$ cat src/rtl/multi_timer_bank_macros.svh
// Assertion macros for the multi-timer bank.
// Included by files that carry concurrent checks; expects clk and rst in scope.
`ifndef MULTI_TIMER_BANK_MACROS_SVH
`define MULTI_TIMER_BANK_MACROS_SVH

`ifndef ASSERT_OFF

// same-cycle implication
`define MTB_ASSERT_NOW(lbl, ante, cons, msg) \
  lbl: assert property (@(posedge clk) disable iff (rst) (ante) |-> (cons)) else $error(msg);

// next-cycle implication
`define MTB_ASSERT_NEXT(lbl, ante, cons, msg) \
  lbl: assert property (@(posedge clk) disable iff (rst) (ante) |=> (cons)) else $error(msg);

`else

`define MTB_ASSERT_NOW(lbl, ante, cons, msg)
`define MTB_ASSERT_NEXT(lbl, ante, cons, msg)

`endif

`endif

$ cat src/rtl/mtb_pkg.sv
// Package for the multi-timer bank: beat types, operation codes, FSM states,
// controller/datapath command and status structs. No dependencies.
`timescale 1ns / 1ps

package mtb_pkg;

  localparam int DEF_NUM_TIMERS = 8;
  localparam int CNT_W          = 16;
  localparam int OP_W           = 3;
  localparam int ID_W           = 8;

  // a delay start of one tick is stretched to this
  localparam logic [CNT_W-1:0] DELAY_MIN = 16'd2;

  localparam logic [OP_W-1:0] OP_TICK  = 3'd0;
  localparam logic [OP_W-1:0] OP_START = 3'd1;
  localparam logic [OP_W-1:0] OP_STOP  = 3'd2;
  localparam logic [OP_W-1:0] OP_CHECK = 3'd3;
  localparam logic [OP_W-1:0] OP_DELAY = 3'd4;

  typedef struct packed {
    logic [OP_W-1:0]  operation;
    logic [ID_W-1:0]  timer_id;
    logic [CNT_W-1:0] period;
    logic             auto_reload;
  } cmd_t;

  typedef struct packed {
    logic expired;
    logic delay_done;
    logic bad_id;
  } rsp_t;

  typedef struct packed {
    logic [CNT_W-1:0] count;
    logic [CNT_W-1:0] reload;
    logic             flag;
    logic             auto_rl;
  } tmr_t;

  typedef enum logic [2:0] {
    S_IDLE,
    S_DECODE,
    S_SWEEP,
    S_WAIT,
    S_RESULT
  } state_t;

  // controller -> datapath
  typedef struct packed {
    logic cap;       // latch the command beat
    logic rd_en;     // read a timer entry, write it back next cycle
    logic rd_sweep;  // read address from sweep counter, else from timer_id
    logic cnt_inc;
    logic dly_tick;
    logic dly_load;
    logic rsp_load;
  } ctl_t;

  // datapath -> controller
  typedef struct packed {
    logic [OP_W-1:0] op;
    logic            bad;
    logic            cnt_last;
  } sts_t;

endpackage

$ cat src/rtl/multi_timer_bank.sv
// Top level of the multi-timer bank: controller plus datapath, and checks.
// Depends on mtb_pkg, mtb_ctrl, mtb_dp and multi_timer_bank_macros.svh.
//
//   channel   beat     handshake             payload
//   command   cmd      cmd_valid/cmd_stall   mtb_pkg::cmd_t
//   result    rsp      rsp_valid/rsp_stall   mtb_pkg::rsp_t
//
// A tick sweeps the timer RAM one entry a cycle (read, then write-back in the
// cycle after). Start, stop and check pass through decode, wait and result;
// delay start and bad ids through decode and result. Reset clears the entry
// valid bits at once, so no clearing pass follows it. One command at a time;
// a command is taken while the previous result still waits, and holds in the
// result state until the result register is free.
`timescale 1ns / 1ps
`include "multi_timer_bank_macros.svh"

module multi_timer_bank #(
  parameter int NUM_TIMERS = mtb_pkg::DEF_NUM_TIMERS
) (
  input  logic          clk,
  input  logic          rst,
  input  logic          cmd_valid,
  output logic          cmd_stall,
  input  mtb_pkg::cmd_t cmd,
  output logic          rsp_valid,
  input  logic          rsp_stall,
  output mtb_pkg::rsp_t rsp
);
  import mtb_pkg::*;

  ctl_t ctl;
  sts_t sts;

  mtb_ctrl u_ctrl (
    .clk       (clk),
    .rst       (rst),
    .cmd_valid (cmd_valid),
    .cmd_stall (cmd_stall),
    .rsp_valid (rsp_valid),
    .rsp_stall (rsp_stall),
    .sts       (sts),
    .ctl       (ctl)
  );

  mtb_dp #(
    .NUM_TIMERS (NUM_TIMERS)
  ) u_dp (
    .clk (clk),
    .rst (rst),
    .cmd (cmd),
    .ctl (ctl),
    .sts (sts),
    .rsp (rsp)
  );

  // an accepted beat keeps the port busy for at least the decode cycle
  `MTB_ASSERT_NEXT(a_busy_after_accept, cmd_valid && !cmd_stall, cmd_stall, "accept not followed by busy")
  // no RAM traffic while the command port is open
  `MTB_ASSERT_NOW(a_no_rd_idle, !cmd_stall, !ctl.rd_en && !ctl.dly_tick, "RAM access while idle")
  // a bad id never reports an expiry
  `MTB_ASSERT_NOW(a_bad_no_exp, rsp_valid, !(rsp.bad_id && rsp.expired), "expired with bad id")
  // result loaded only when the output register is free
  `MTB_ASSERT_NOW(a_no_overwrite, ctl.rsp_load, !rsp_valid || !rsp_stall, "result overwritten")

endmodule

$ cat src/rtl/mtb_dp.sv
// Datapath of the multi-timer bank: command latch, timer RAM with valid bits,
// sweep counter, delay counter and result register. Depends on mtb_pkg.
`timescale 1ns / 1ps

module mtb_dp #(
  parameter int NUM_TIMERS = mtb_pkg::DEF_NUM_TIMERS
) (
  input  logic          clk,
  input  logic          rst,
  input  mtb_pkg::cmd_t cmd,
  input  mtb_pkg::ctl_t ctl,
  output mtb_pkg::sts_t sts,
  output mtb_pkg::rsp_t rsp
);
  import mtb_pkg::*;

  localparam int IDX_W = (NUM_TIMERS > 1) ? $clog2(NUM_TIMERS) : 1;
  localparam logic [IDX_W-1:0] LAST_IDX = IDX_W'(NUM_TIMERS - 1);
  localparam logic [ID_W-1:0]  ID_LIMIT = ID_W'(NUM_TIMERS);

  function automatic tmr_t apply_op(input logic [OP_W-1:0] op, input tmr_t ent,
                                    input logic [CNT_W-1:0] per, input logic mode);
    tmr_t r;
    r = ent;
    case (op)
      OP_TICK: begin
        if (ent.count != '0) begin
          r.count = ent.count - 16'd1;
          if (ent.count == 16'd1) begin
            r.flag = 1'b1;
            if (ent.auto_rl) r.count = ent.reload;
          end
        end
      end
      OP_START: begin
        r.count   = per;
        r.reload  = per;
        r.flag    = 1'b0;
        r.auto_rl = mode;
      end
      OP_STOP: begin
        r.count   = '0;
        r.flag    = 1'b0;
        r.auto_rl = 1'b0;
      end
      OP_CHECK: r.flag = 1'b0;
      default:  r = ent;
    endcase
    return r;
  endfunction

  cmd_t               item;
  logic [IDX_W-1:0]   cnt;
  logic [IDX_W-1:0]   rd_addr;
  logic [IDX_W-1:0]   wb_addr;
  logic               pend;
  tmr_t               rd_q;
  logic               rd_vld;
  tmr_t               ent;
  tmr_t               wb_ent;
  tmr_t               mem [NUM_TIMERS];
  logic [NUM_TIMERS-1:0] vld;
  logic               exp_hit;
  logic [CNT_W-1:0]   dly_rem;
  logic               dly_exp;
  logic               uses_id;
  rsp_t               rsp_q;

  always_ff @(posedge clk) begin
    if (ctl.cap) item <= cmd;
  end

  assign uses_id = (item.operation == OP_START) || (item.operation == OP_STOP) ||
                   (item.operation == OP_CHECK);

  assign sts.op       = item.operation;
  assign sts.bad      = uses_id && (item.timer_id >= ID_LIMIT);
  assign sts.cnt_last = (cnt == LAST_IDX);

  always_ff @(posedge clk) begin
    if (rst || ctl.cap) begin
      cnt <= '0;
    end else if (ctl.cnt_inc) begin
      cnt <= cnt + 1'b1;
    end
  end

  assign rd_addr = ctl.rd_sweep ? cnt : item.timer_id[IDX_W-1:0];

  // read stage
  always_ff @(posedge clk) begin
    if (ctl.rd_en) begin
      rd_q    <= mem[rd_addr];
      rd_vld  <= vld[rd_addr];
      wb_addr <= rd_addr;
    end
  end

  always_ff @(posedge clk) begin
    if (rst) begin
      pend <= 1'b0;
    end else begin
      pend <= ctl.rd_en;
    end
  end

  // never-written entries read as the reset value
  assign ent    = rd_vld ? rd_q : '0;
  assign wb_ent = apply_op(item.operation, ent, item.period, item.auto_reload);

  // write-back stage
  always_ff @(posedge clk) begin
    if (pend) mem[wb_addr] <= wb_ent;
  end

  always_ff @(posedge clk) begin
    if (rst) begin
      vld <= '0;
    end else if (pend) begin
      vld[wb_addr] <= 1'b1;
    end
  end

  always_ff @(posedge clk) begin
    if (ctl.cap) begin
      exp_hit <= 1'b0;
    end else if (pend && (item.operation == OP_CHECK) && ent.flag) begin
      exp_hit <= 1'b1;
    end
  end

  always_ff @(posedge clk) begin
    if (rst) begin
      dly_rem <= '0;
      dly_exp <= 1'b0;
    end else if (ctl.dly_tick) begin
      if (dly_rem != '0) begin
        dly_rem <= dly_rem - 16'd1;
        if (dly_rem == 16'd1) dly_exp <= 1'b1;
      end
    end else if (ctl.dly_load && (item.period != '0)) begin
      dly_rem <= (item.period == 16'd1) ? DELAY_MIN : item.period;
      dly_exp <= 1'b0;
    end
  end

  always_ff @(posedge clk) begin
    if (ctl.rsp_load) begin
      rsp_q.expired    <= exp_hit;
      rsp_q.delay_done <= dly_exp;
      rsp_q.bad_id     <= sts.bad;
    end
  end

  assign rsp = rsp_q;

endmodule

$ cat src/rtl/mtb_ctrl.sv
// Controller of the multi-timer bank: sequences decode, RAM sweep/update and
// the result beat. Depends on mtb_pkg.
`timescale 1ns / 1ps

module mtb_ctrl (
  input  logic          clk,
  input  logic          rst,
  input  logic          cmd_valid,
  output logic          cmd_stall,
  output logic          rsp_valid,
  input  logic          rsp_stall,
  input  mtb_pkg::sts_t sts,
  output mtb_pkg::ctl_t ctl
);
  import mtb_pkg::*;

  state_t state;
  state_t state_next;
  logic   rsp_free;
  logic   is_id_op;

  assign rsp_free  = !rsp_valid || !rsp_stall;
  assign is_id_op  = (sts.op == OP_START) || (sts.op == OP_STOP) || (sts.op == OP_CHECK);
  assign cmd_stall = (state != S_IDLE);

  always_ff @(posedge clk) begin
    if (rst) begin
      state <= S_IDLE;
    end else begin
      state <= state_next;
    end
  end

  always_comb begin
    state_next = state;
    unique case (state)
      S_IDLE: begin
        if (cmd_valid) state_next = S_DECODE;
      end
      S_DECODE: begin
        if (sts.op == OP_TICK) begin
          state_next = sts.cnt_last ? S_WAIT : S_SWEEP;
        end else if (is_id_op && !sts.bad) begin
          state_next = S_WAIT;
        end else begin
          state_next = S_RESULT;
        end
      end
      S_SWEEP: begin
        if (sts.cnt_last) state_next = S_WAIT;
      end
      S_WAIT:   state_next = S_RESULT;
      S_RESULT: begin
        if (rsp_free) state_next = S_IDLE;
      end
      default:  state_next = S_IDLE;
    endcase
  end

  always_comb begin
    ctl = '0;
    unique case (state)
      S_IDLE:   ctl.cap = cmd_valid;
      S_DECODE: begin
        if (sts.op == OP_TICK) begin
          ctl.dly_tick = 1'b1;
          ctl.rd_en    = 1'b1;
          ctl.rd_sweep = 1'b1;
          ctl.cnt_inc  = 1'b1;
        end else if (is_id_op && !sts.bad) begin
          ctl.rd_en    = 1'b1;
        end else if (sts.op == OP_DELAY) begin
          ctl.dly_load = 1'b1;
        end
      end
      S_SWEEP: begin
        ctl.rd_en    = 1'b1;
        ctl.rd_sweep = 1'b1;
        ctl.cnt_inc  = 1'b1;
      end
      S_WAIT:   ctl = '0;
      S_RESULT: ctl.rsp_load = rsp_free;
      default:  ctl = '0;
    endcase
  end

  always_ff @(posedge clk) begin
    if (rst) begin
      rsp_valid <= 1'b0;
    end else if (ctl.rsp_load) begin
      rsp_valid <= 1'b1;
    end else if (!rsp_stall) begin
      rsp_valid <= 1'b0;
    end
  end

endmodule
$ cat config.mk
export PLATFORM = sky130hd
export DESIGN_NAME = multi_timer_bank
export DESIGN_NICKNAME = d
export VERILOG_FILES = /design/src/rtl/mtb_pkg.sv /design/src/rtl/multi_timer_bank.sv /design/src/rtl/mtb_dp.sv /design/src/rtl/mtb_ctrl.sv
export VERILOG_INCLUDE_DIRS = /design/src /design/src/rtl
export SDC_FILE = /design/constraint.sdc
export NUM_CORES = 1
export LEC_CHECK = 0
export ABC_AREA = 1
export BUFFER_PORTS_ARGS = -buffer_cell sky130_fd_sc_hd__buf_2
export CAP_MARGIN = 20
export CORE_MARGIN = 2
export CORE_UTILIZATION = 50
export DETAILED_ROUTE_END_ITERATION = 10
export PLACE_DENSITY = 0.76
export SLEW_MARGIN = 20
export SYNTH_ARGS = -nofsm -noshare
export SYNTH_HDL_FRONTEND = slang
export SYNTH_SLANG_ARGS = --single-unit
$ cat constraint.sdc
create_clock -name clk -period 2.45 [get_ports clk]
set_clock_uncertainty 0.1 [all_clocks]
set_input_delay 0.245 -clock clk [delete_from_list [all_inputs] [get_ports clk]]
set_output_delay 0.245 -clock clk [all_outputs]
set_load 0.02 [all_outputs]
# Word level (Yosys, flattened, before mapping)
# Memories as Yosys holds them, arrays and structs flattened. A register that Yosys moved wholly into a read port is not among the register bits.
# Index checks and enable logic that the tools add are counted.
# word_totals
regBits	69
ram_bits	272
elab_cells	112
n_memories	1
# memory_table
memory	depth	word_bits	read_ports	rd_ports_with_merged_regs	write_ports	line	source
u_dp.mem	8	34	1	1	1	mtb_dp.sv:61	tmr_t mem [NUM_TIMERS];
# op_classes
n_addsub	3
order_cmp	4
eq_ne	18
n_mux	44
bitwise_logic	1
reduce_logical	24
# ops
operator	n
16-bit 2-to-1 mux	8
16-bit by 1-bit equality test with 1-bit output, second input constant	3
16-bit one-hot mux with 3 select lines	1
16-bit nonzero test	3
34-bit 2-to-1 mux	1
16-bit by 1-bit subtractor with 16-bit output, second input constant	2
3-bit 2-to-1 mux	7
1-bit 2-to-1 mux	20
3-bit one-hot mux with 5 select lines	1
3-bit by 2-bit equality test with 1-bit output, second input constant	4
2-bit by 1-bit != test with 1-bit output, second input constant	5
3-bit equality test, second input constant	3
8-bit by 4-bit greater-or-equal comparator with 1-bit output, second input constant	1
3-bit by 4-bit < comparator with 1-bit output, second input constant	2
8-bit OR	1
3-bit by 1-bit equality test with 1-bit output, second input constant	2
1-bit logical AND	6
3-bit zero test	2
3-bit one-hot mux with 2 select lines	1
3-bit AND reduction	2
1-bit logical OR	4
1-bit one-hot mux with 2 select lines	2
3-bit by 1-bit adder with 3-bit output, second input constant	1
1-bit binary-select mux with 3-bit select	1
other kinds (9)	11

# Depth between registers and ports, before layout
# Gate-level depths: netlist of run 1.
# logic_depth
word_depth	12
ltp_mapped	16
depth_no_buf	13

# Cells and area by module
# Synthesis of run 1 repeated with hierarchy kept, for this count alone.
# unflattened
cells_unflattened	1485
hier_area_um2	16044.1
# modules_own_cells
mod	n_inst	cells_each	area_per_inst_um2	seq_area_each_um2
mtb_dp	1	1437	15760.1	10840.4
mtb_ctrl	1	48	284.0	80.1

# Least setup slack after synthesis of run 1
# OpenSTA, ideal clock, no wires.
# synth_path
path_type	register -> register
from	reg u_dp.wb_addr[1]
to	mem u_dp.mem[1][0] in the netlist's numbering, enable pin
t_arrival_ns	2.043
setup_slack_ns	-0.120
stages_incl_launch_ff	4
path_buffers	0
path_cell_list	edfxtp_1 nor2_1 inv_1 nor2_1
# synth_rtl
item	line	source
start, declared	mtb_dp.sv:55	logic [IDX_W-1:0] wb_addr;
start signal, assigned	mtb_dp.sv:95	wb_addr <= rd_addr;
end, declared	mtb_dp.sv:61	
# Straight into the memory's write port.

==> results of run 1 <==
## worst max-delay path, delay by kind of cell, from the launching register on
family / cells / cell delay (ns)
and+or+nand+nor: 9 / 0.93
buffers and inverters: 3 / 0.51
DFF: 1 / 0.48
## state kept, by name, indices dropped and copies added (netlist names), 3 cells and up
register      count
u_dp.sts          3
u_dp.item        25
u_dp.mem        272
u_dp.cnt          3
u_dp.rsp          3
u_dp.wb_addr      3
u_dp.vld          8
u_dp.dly_rem     16
u_ctrl.state      3
u_dp.rd_q        34
## cell usage in the layout (no fill, tap or decap), drive strengths merged, types with 11 or more instances in the layout
cell and instances:
nand2 642, inv 348, edfxtp 341, nand3 258, buf 107, nor2 102
clkbuf 48, dfxtp 34, o21ai 31, dlygate4sd3 29, a21oi 18, clkinv 11
## layer usage
metal / up-vias / GRT usage
met5: - / 0
met2: 661 / 0.415
met3: 112 / 0.0391
met4: 0 / 0.0981
li1: 6246 / -
met1: 6236 / 0.346
## layout make-up
type / instances / area share
Multi-Input combinational cell: 1105 / 0.248
Clock inverter: 21 / 0.0125
Timing Repair Buffer: 136 / 0.0588
Inverter: 347 / 0.0643
Tap cell: 455 / 0.0280
Sequential cell: 375 / 0.538
Clock buffer: 48 / 0.0508
## logic make-up (layout without fill, tap and decap cells)
family	count (synthesis)	after routing	synth area share
adder cells (fa/ha/maj)	6	6	0.00430
flip-flops	375	375	0.625
AND/OR/NAND/NOR	1023	1023	0.245
AO/OA/AOI/OAI	62	62	0.0204
buffers and inverters	420	552	0.0978
XOR/XNOR	14	14	0.00702
## repair_timing
action | 4_1_cts | 5_1_grt
gates cloned | 0 | 0
hold buffers | 29 | 0
setup endpoints to repair | 54 | 124
resized for setup | 1 | 23
setup buffers | 0 | 1
endpoints found under the hold margin | 29 | 0
## metrics by stage
stage               hold slack, ns  utilization
floorplan                    0.244            -
global route                0.0318        0.589
CTS                         0.0102        0.586
global placement             0.321        0.540
finish                      0.0310        0.589
detailed placement           0.323        0.540
## cell usage after synthesis, types with 2 or more instances
| cell | n |
|---|---|
| inv_1 | 340 |
| o211ai_1 | 2 |
| xnor2_1 | 6 |
| nand2_4 | 2 |
| edfxtp_1 | 341 |
| a31oi_1 | 4 |
| o31ai_1 | 2 |
| ha_1 | 6 |
| nand3b_1 | 2 |
| o21ai_0 | 28 |
| clkbuf_1 | 21 |
| xor2_1 | 8 |
| buf_4 | 12 |
| nand2_2 | 4 |
| nand3_2 | 2 |
| buf_2 | 31 |
| buf_6 | 6 |
| or2_2 | 2 |
| a21oi_1 | 18 |
| nand3_1 | 256 |
| buf_1 | 3 |
| nor3_1 | 7 |
| inv_2 | 6 |
| nor2_2 | 5 |
| nand4_1 | 8 |
| dfxtp_1 | 34 |
| nor2_1 | 96 |
| nand2_1 | 635 |
## power breakdown
part / leakage [nW] / internal, mW / total, mW / switching, mW
registers: 3.40 / 7.21 / 7.32 / 0.106
logic: 5.28 / 0.643 / 1.98 / 1.33
clock network: 0.615 / 3.53 / 5.96 / 2.43
total: 9.29 / 11.4 / 15.3 / 3.87
## worst max-delay path by stage
stage                          from         endpoint  slack [ns]
floorplan           u_dp.wb_addr[1]   u_dp.mem[1][0]       -0.12
global placement        u_dp.rd_vld  u_dp.mem[2][28]        0.08
detailed placement      u_dp.rd_vld  u_dp.mem[3][23]        0.01
CTS                     u_dp.rd_vld  u_dp.mem[7][23]        0.04
global route            u_dp.rd_vld  u_dp.mem[7][21]       -0.01
finish                  u_dp.rd_vld  u_dp.mem[0][24]        0.13
==> run metrics, run 1 <==
status=complete, no violations; I/O Buffers=36; Synth Flop Type=edfxtp_1; initial antenna violation count=0; total grt overflow=0; clk root buf=clkbuf_16; Syn Nets=1938; max layer used=met4; clock sink count=between 300 and 400; Nets=2042; DP HPWL=between 20 and 30 mm; Yosys reg bits=between 300 and 400; die height=roughly 190 um; Worst R2R End=u_dp.mem[0][24]; Pleak=between 9 and 10 nW; IO Count=37; post-synth top area cell=edfxtp_1; WL met3=approximately 4.2 mm; Via density=roughly 5.3; Worst path slowest cell=edfxtp_1; M1 WL=18.5 mm; Avg Cell Area, Syn=~9.2 um2; share of layout cells above drive strength 1=0.108; clock latency on the worst-skew pair=approximately 0.54 ns; storage element area=about 11000 um2; drt total wl=around 46 mm; RR Startpoint=u_dp.rd_vld; Inserted Diodes=0; post-route cell area=20300 um2; reg2reg path depth=12; Hold Crit Endpoint=u_dp.vld[3]; max-cap viol count=0; core box area=about 34000 um2; DP Cell Count=~2400; metal2 WL=21.6 mm; Data required, critical path=roughly 2.6 ns; largest net degree at the start of global routing=57; Final Wtd Congestion=around 0.98; hold path cells=2; Max clock buf depth=3; first-pass GRT wire length=between 70 and 80 mm; crit-path max FO=19; die width=191 um; CTS tree=yes; CTS clk-pin slew, worst paths=0.06 ns; Core Rows=just under 70; final cell count without fillers=2487; Worst EP arrival=~2.5 ns; crit share post-route=0.948; CP dominant cell by count=nand2_1; critical path class=reg -> reg; cells after synthesis=1900; drt first pass iters=6; setup TNS=0 ns; register area share after synthesis=0.625; post-route minimum period=between 2 and 2.5 ns; Max VDD drop=694 uV; Worst R2R Setup Slack=about 0.13 ns; final setup margin=about 0.13 ns; Hold WC Path Type=in -> reg; critical path, cell by cell=buf_12 > nand2_1 > nand2_1 > inv_2 > nand2_1 > nor2_1 > nand3_1 > buf_4 > nand2_1 > nand2_1 > nand3_1 > nand3_2; top-area cell type share of the netlist area=0.586; CP Capture Type=flop; Place WS=between 0.01 and 0.015 ns; synth unique cells=41; vias in the first global route=12852; area of the multi-input gates=around 5000 um2; unrepaired setup endpoints after global routing=true; HP Start=rst; Num CTS Buffers=39; Initial Util=0.507; peak per-stage delay on the critical path=0.48 ns; total vias in the final route=roughly 13000; fin. max-slew vios=0; CTS H-tree depth=2; Pwr Density=751 nW/um2; Pwr Total=roughly 15 mW; Slew @ Worst Pin=~0.86 ns; area growth from synthesis to layout=16.2%; Remaining DRCs=0; synth top area cells=edfxtp_1, nand2_1, nand3_1; Final ANT Viol Nets=0; ys async rst share=0; DRC violation total after the first TritonRoute iteration=1160; GRT Overall Usage=0.255; startpoint class of the critical path=flop; max_slew headroom=0.424; Setup-failing EPs final=0; Ys Warns=0; Die Footprint=~36000 um2; WL/cell=roughly 18 um; fmax=approximately 430 MHz; Hold Fails Final Rpt=0; EDFF count, synth=~340; Mapped Area=~17000 um2; Placement Cell Area=about 19000 um2; fillers=~2800
(Power assumes the default switching activity.)
==> inputs of run 2 (changes only) <==
Settings changed: PLACE_DENSITY 0.76 to 0.74.
Clock period 2.45 ns to 2.96 ns, I/O delays scaled along.
==> run 2 against run 1 <==
Compared with the run above: die area unchanged; global-route usage is 0.53 points lower; cell area fell by 1.8%; critical path type unchanged; combinational power decreased by 21%; register-to-register slack improved by 0.09 ns; final cell count decreased by 1.1%; sequential share of layout area is 0.99 points higher; non-clock buffer count decreased by 29; fmax decreased by 15%; critical path depth shrank 3; setup slack gained 0.088 ns.
==> run metrics, run 2 (synthesis gave the netlist of run 1 again) <==
fmax=about 360 MHz; critical path class=reg -> reg; area of the multi-input gates=just under 5000 um2; Core Rows=68; Worst path slowest cell=edfxtp_1; CP Capture Type=flop; Hold Fails Final Rpt=0; DRC violation total after the first TritonRoute iteration=about 1300; first-pass GRT wire length=between 60 and 70 mm; total grt overflow=0; CP dominant cell by count=nand2_1; biggest regs=u_dp.mem (272), u_dp.rd_q (34), u_dp.item (25); RR Startpoint=u_dp.rd_vld; status=complete, no violations; startpoint class of the critical path=flop; fin. max-slew vios=0; vias in the first global route=approximately 13000; critical path, cell by cell=buf_4 > nand2_1 > nand2_1 > nor2_1 > nand3_1 > nor2_2 > nor2_2 > nand2_1 > o21ai_0; largest net degree at the start of global routing=between 90 and 100; storage element area=between 10000 and 15000 um2; drt first pass iters=6; most frequent cells in the layout=nand2_1, edfxtp_1, inv_1; Biggest register=u_dp.mem; drt total wl=~45 mm; Max clock buf depth=3; Hold WC Path Type=in -> reg; most common cell after layout, fill and taps aside=nand2_1; Worst R2R Setup Slack=0.22 ns; CTS H-tree depth=2; DP Cell Count=2360; peak per-stage delay on the critical path=~0.55 ns; post-route minimum period=around 2.7 ns; core box area=approximately 34000 um2; Worst EP arrival=about 2.9 ns; I/O Buffers=36; share of layout cells above drive strength 1=0.0843; clock latency on the worst-skew pair=0.53 ns; Die Footprint=roughly 36000 um2; Via density=around 5.3; Num CTS Buffers=39; Pwr Density=between 600 and 700 nW/um2; DP HPWL=~27 mm; Crit path max-delay family=simple AND/OR/NAND/NOR gates; Setup-failing EPs final=0; reg2reg path depth=9; die height=191 um; die width=191 um; Inserted Diodes=0; clock sink count=375; max_slew headroom=0.390; CTS tree=yes; Crit path buffers/inverters=1; post-CTS setup buffers=0; hold path cells=2; Hold Crit Endpoint=u_dp.vld[6]; flip-flop count of the largest register after layout=about 270; unrepaired setup endpoints after global routing=false; crit share post-route=0.927; fillers=between 2000 and 3000; HP Start=rst; Worst R2R End=u_dp.mem[2][1]; crit-path max FO=15; Final ANT Viol Nets=0; setup TNS=0 ns; final cell count without fillers=approximately 2500; total vias in the final route=between 10000 and 15000; Initial Util=0.507; Slew @ Worst Pin=between 0.9 and 1 ns; clk root buf=clkbuf_16; IO Count=37; Nets=2013; CTS clk-pin slew, worst paths=roughly 0.060 ns; GRT Overall Usage=0.250; WL/cell=around 18 um; Max VDD drop=roughly 540 uV; initial antenna violation count=0; Pleak=just over 9 nW; Data required, critical path=3.07 ns; Remaining DRCs=0; area growth from synthesis to layout=14.1%; max-cap viol count=0; Final Wtd Congestion=about 1
## run 2: worst max-delay path by stage
| stage | end | depth (start not counted) | start |
|---|---|---|---|
| detailed placement | u_dp.mem[2][22] | 9 | u_dp.rd_vld |
| global route | u_dp.mem[2][1] | 9 | u_dp.rd_vld |
| CTS | u_dp.mem[1][22] | 9 | u_dp.rd_vld |
| global placement | u_dp.mem[3][22] | 9 | u_dp.rd_vld |
| floorplan | u_dp.mem[1][0] | 3 | u_dp.wb_addr[1] |
| finish | u_dp.mem[2][1] | 9 | u_dp.rd_vld |
## run 2: per-stage QoR
stage	total power [mW]	setup slack (ns)	util	hold WS [ns]	area (um2)
4_1_cts	12.5	0.237	0.579	0.0719	19900
5_1_grt	12.9	0.0561	0.579	0.0980	19900
3_3_place_gp	7.63	0.295	0.533	0.322	18400
6_report	12.5	0.215	0.579	0.0976	19900
3_5_place_dp	7.67	0.252	0.533	0.334	18400
2_1_floorplan	7.19	0.390	-	0.295	17500
## run 2: routing by layer
layer,vias up,GRT usage,routed length (um),part of all wire
met5,-,0,0,0
met4,0,0.0999,1700,0.038
met3,145,0.0338,4310,0.097
met2,632,0.401,20600,0.46
met1,6156,0.345,17900,0.40
li1,6203,-,-,-
## run 2: final cells by class
cell class,count,area share
sequential,375,0.548
clock inverter,20,0.0103
timing repair buffer,107,0.0476
multi-input combinational,1105,0.247
tap,455,0.0286
inverter,347,0.0654
clock buffer,50,0.0532
## run 2: worst register-to-register path: stages (launching register included)
cell      delay, ns
edfxtp_1       0.55
buf_4          0.29
nand2_1        0.16
nand2_1        0.14
nor2_1         0.10
nand3_1        0.14
nor2_2         0.08
nor2_2         0.44
nand2_1        0.10
o21ai_0        0.34
## run 2: report_power, final
part / internal [mW] / total [mW] / leakage, nW / switching [mW]
clock: 2.88 / 4.86 / 0.618 / 1.98
combinational: 0.489 / 1.56 / 5.05 / 1.08
sequential: 5.97 / 6.05 / 3.40 / 0.0848
total: 9.34 / 12.5 / 9.06 / 3.14
## run 2: timing repair
action	CTS	global route
setup endpoints to repair	0	8
gates resized for setup	0	1
endpoints found under the hold margin	29	0
hold buffers	29	0
==> inputs of run 3 (changes only) <==
Settings changed: CELL_PAD_IN_SITES_DETAIL_PLACEMENT set to 0, CELL_PAD_IN_SITES_GLOBAL_PLACEMENT set to 2, CORE_ASPECT_RATIO set to 1.2, CORE_UTILIZATION 50 to 43, PLACE_DENSITY 0.74 to unset, PLACE_DENSITY_LB_ADDON set to 0.15.
==> run 3 against run 2 <==
Compared with the run above: clock-buffer cell count is 6 lower; sequential share of layout area decreased by 0.64 points; total power increased by 1.8%; fmax grew 4.3%; sequential power hardly changed; highest routed layer unchanged; non-clock buffer count grew 7.
==> run metrics, run 3 (synthesis gave the netlist of run 1 again) <==
critical path class=reg -> reg; Remaining DRCs=0; Worst EP arrival=around 2.8 ns; Hold WC Path Type=in -> reg; startpoint class of the critical path=flop; reg2reg path depth=10; most frequent cells in the layout=nand2_1, edfxtp_1, inv_1; IO Count=37; I/O Buffers=36; Max clock buf depth=3; Post-CTS Hold Buffers=29; hold slack=0.109 ns; unrepaired setup endpoints after global routing=false; DP HPWL=a little under 30 mm; Setup-failing EPs final=0; flip-flop count of the largest register after layout=between 200 and 300; Initial Util=0.437; Via density=between 4 and 5; RR Startpoint=u_dp.rd_vld; fin. max-slew vios=0; Data required, critical path=just over 3 ns; DRC violation total after the first TritonRoute iteration=908; CP Capture Type=flop; Inserted Diodes=0; post-CTS setup buffers=0; max_slew headroom=0.282; share of layout cells above drive strength 1=0.0905; die height=about 220 um; Worst Setup EP=u_dp.mem[6][1]; Biggest register=u_dp.mem; largest net degree at the start of global routing=50; core box area=around 40000 um2; post-route minimum period=about 2.6 ns; total grt overflow=0; clock sink count=375; Slew @ Worst Pin=between 1 and 1.5 ns; area growth from synthesis to layout=15.5%; crit-path max FO=25; biggest regs=u_dp.mem (272), u_dp.rd_q (34), u_dp.item (25); most common cell after layout, fill and taps aside=nand2_1; total vias in the final route=roughly 12000; Final Wtd Congestion=between 0.8 and 0.9; initial antenna violation count=0; crit share post-route=0.889; CTS resizes=0; CTS clk-pin slew, worst paths=~0.06 ns; Nets=between 2000 and 2500; drt total wl=46.5 mm; Worst R2R Setup Slack=around 0.33 ns; GRT Overall Usage=0.225; Worst R2R End=u_dp.mem[6][1]; HP Start=cmd_valid; Max VDD drop=roughly 480 uV; Pwr Density=630 nW/um2; setup TNS=0 ns; Worst Setup SP=u_dp.rd_vld; fillers=approximately 3700; CTS tree=yes; vias in the first global route=about 12000; Pleak=9.14 nW; drt first pass iters=5; Die Footprint=42300 um2; status=complete, no violations; Num CTS Buffers=40; die width=roughly 190 um; clock latency on the worst-skew pair=0.54 ns; first-pass GRT wire length=71.3 mm; CTS H-tree depth=2; Final ANT Viol Nets=0; clk root buf=clkbuf_16; fmax=~380 MHz; Core Rows=80; Hold Fails Final Rpt=0; WL/cell=approximately 18 um; max-cap viol count=0
==> run 3: cell count changes in the layout (fill, tap and decap cells not counted), moves of 2 or more <==
| cell | change |
|---|---|
| clkbuf_1 | -6 |
| buf_12 | +2 |
| buf_4 | +5 |
| clkinv_2 | +3 |
| bufinv_16 | +2 |
==> run 3: where the power goes <==
part / switching, mW / internal (mW) / leakage [nW] / total [mW]
registers: 0.0852 / 5.97 / 3.40 / 6.06
logic: 1.08 / 0.504 / 5.09 / 1.59
clock network: 2.00 / 3.05 / 0.654 / 5.06
total: 3.17 / 9.53 / 9.14 / 12.7
==> run 3: layer usage <==
metal | GRT usage | share of wire | up-vias
li1 | - | - | 6218
met1 | 0.290 | 0.43 | 5812
met2 | 0.395 | 0.50 | 290
met3 | 0.0325 | 0.051 | 74
met4 | 0.0668 | 0.024 | 0
met5 | 0 | 0 | -
==> run 3: area by class of cell <==
cell class | count | area, um2 | share of cell area
Inverter | 347 | 1310 | 0.0647
Sequential cell | 375 | 10900 | 0.541
Tap cell | 533 | 667 | 0.0331
Multi-Input combinational cell | 1105 | 4930 | 0.244
Clock buffer | 44 | 1040 | 0.0514
Clock inverter | 27 | 292 | 0.0145
Timing Repair Buffer | 114 | 1030 | 0.0509
==> run 3: through the flow <==
step                      area (um2)  total power, mW   util  cells  worst slack (ns)
after floorplan                17500             7.19      -   1900             0.390
after global placement         18600             7.73  0.465   2445             0.384
after detailed placement       18600             7.74  0.465   2445             0.372
after CTS                      20200             12.8  0.505   2545             0.345
after global routing           20200             13.2  0.505   2545            0.0673
final                          20200             12.7  0.505   2545             0.328
==> run 3: worst min path at each step <==
| stage | endpoint | slack (ns) | cells past startpoint |
|---|---|---|---|
| floorplan | u_dp.item[0] | 0.29 | 0 |
| global placement | u_dp.rsp[2] | 0.32 | 0 |
| detailed placement | u_dp.rsp[2] | 0.33 | 0 |
| CTS | u_dp.vld[3] | 0.09 | 2 |
| global route | u_ctrl.state[0] | 0.10 | 2 |
| finish | u_ctrl.state[0] | 0.11 | 5 |
==> run 3: worst max-delay path, stage by stage (launching register included) <==
cell and delay [ns]:
edfxtp_1 0.37, buf_12 0.17, nand2_1 0.17, ha_1 0.26, inv_1 0.09, nor2_2 0.07, nand3_1 0.12, nor2_2 0.08
nor2_2 0.45, nand2_1 0.12, o21ai_0 0.31
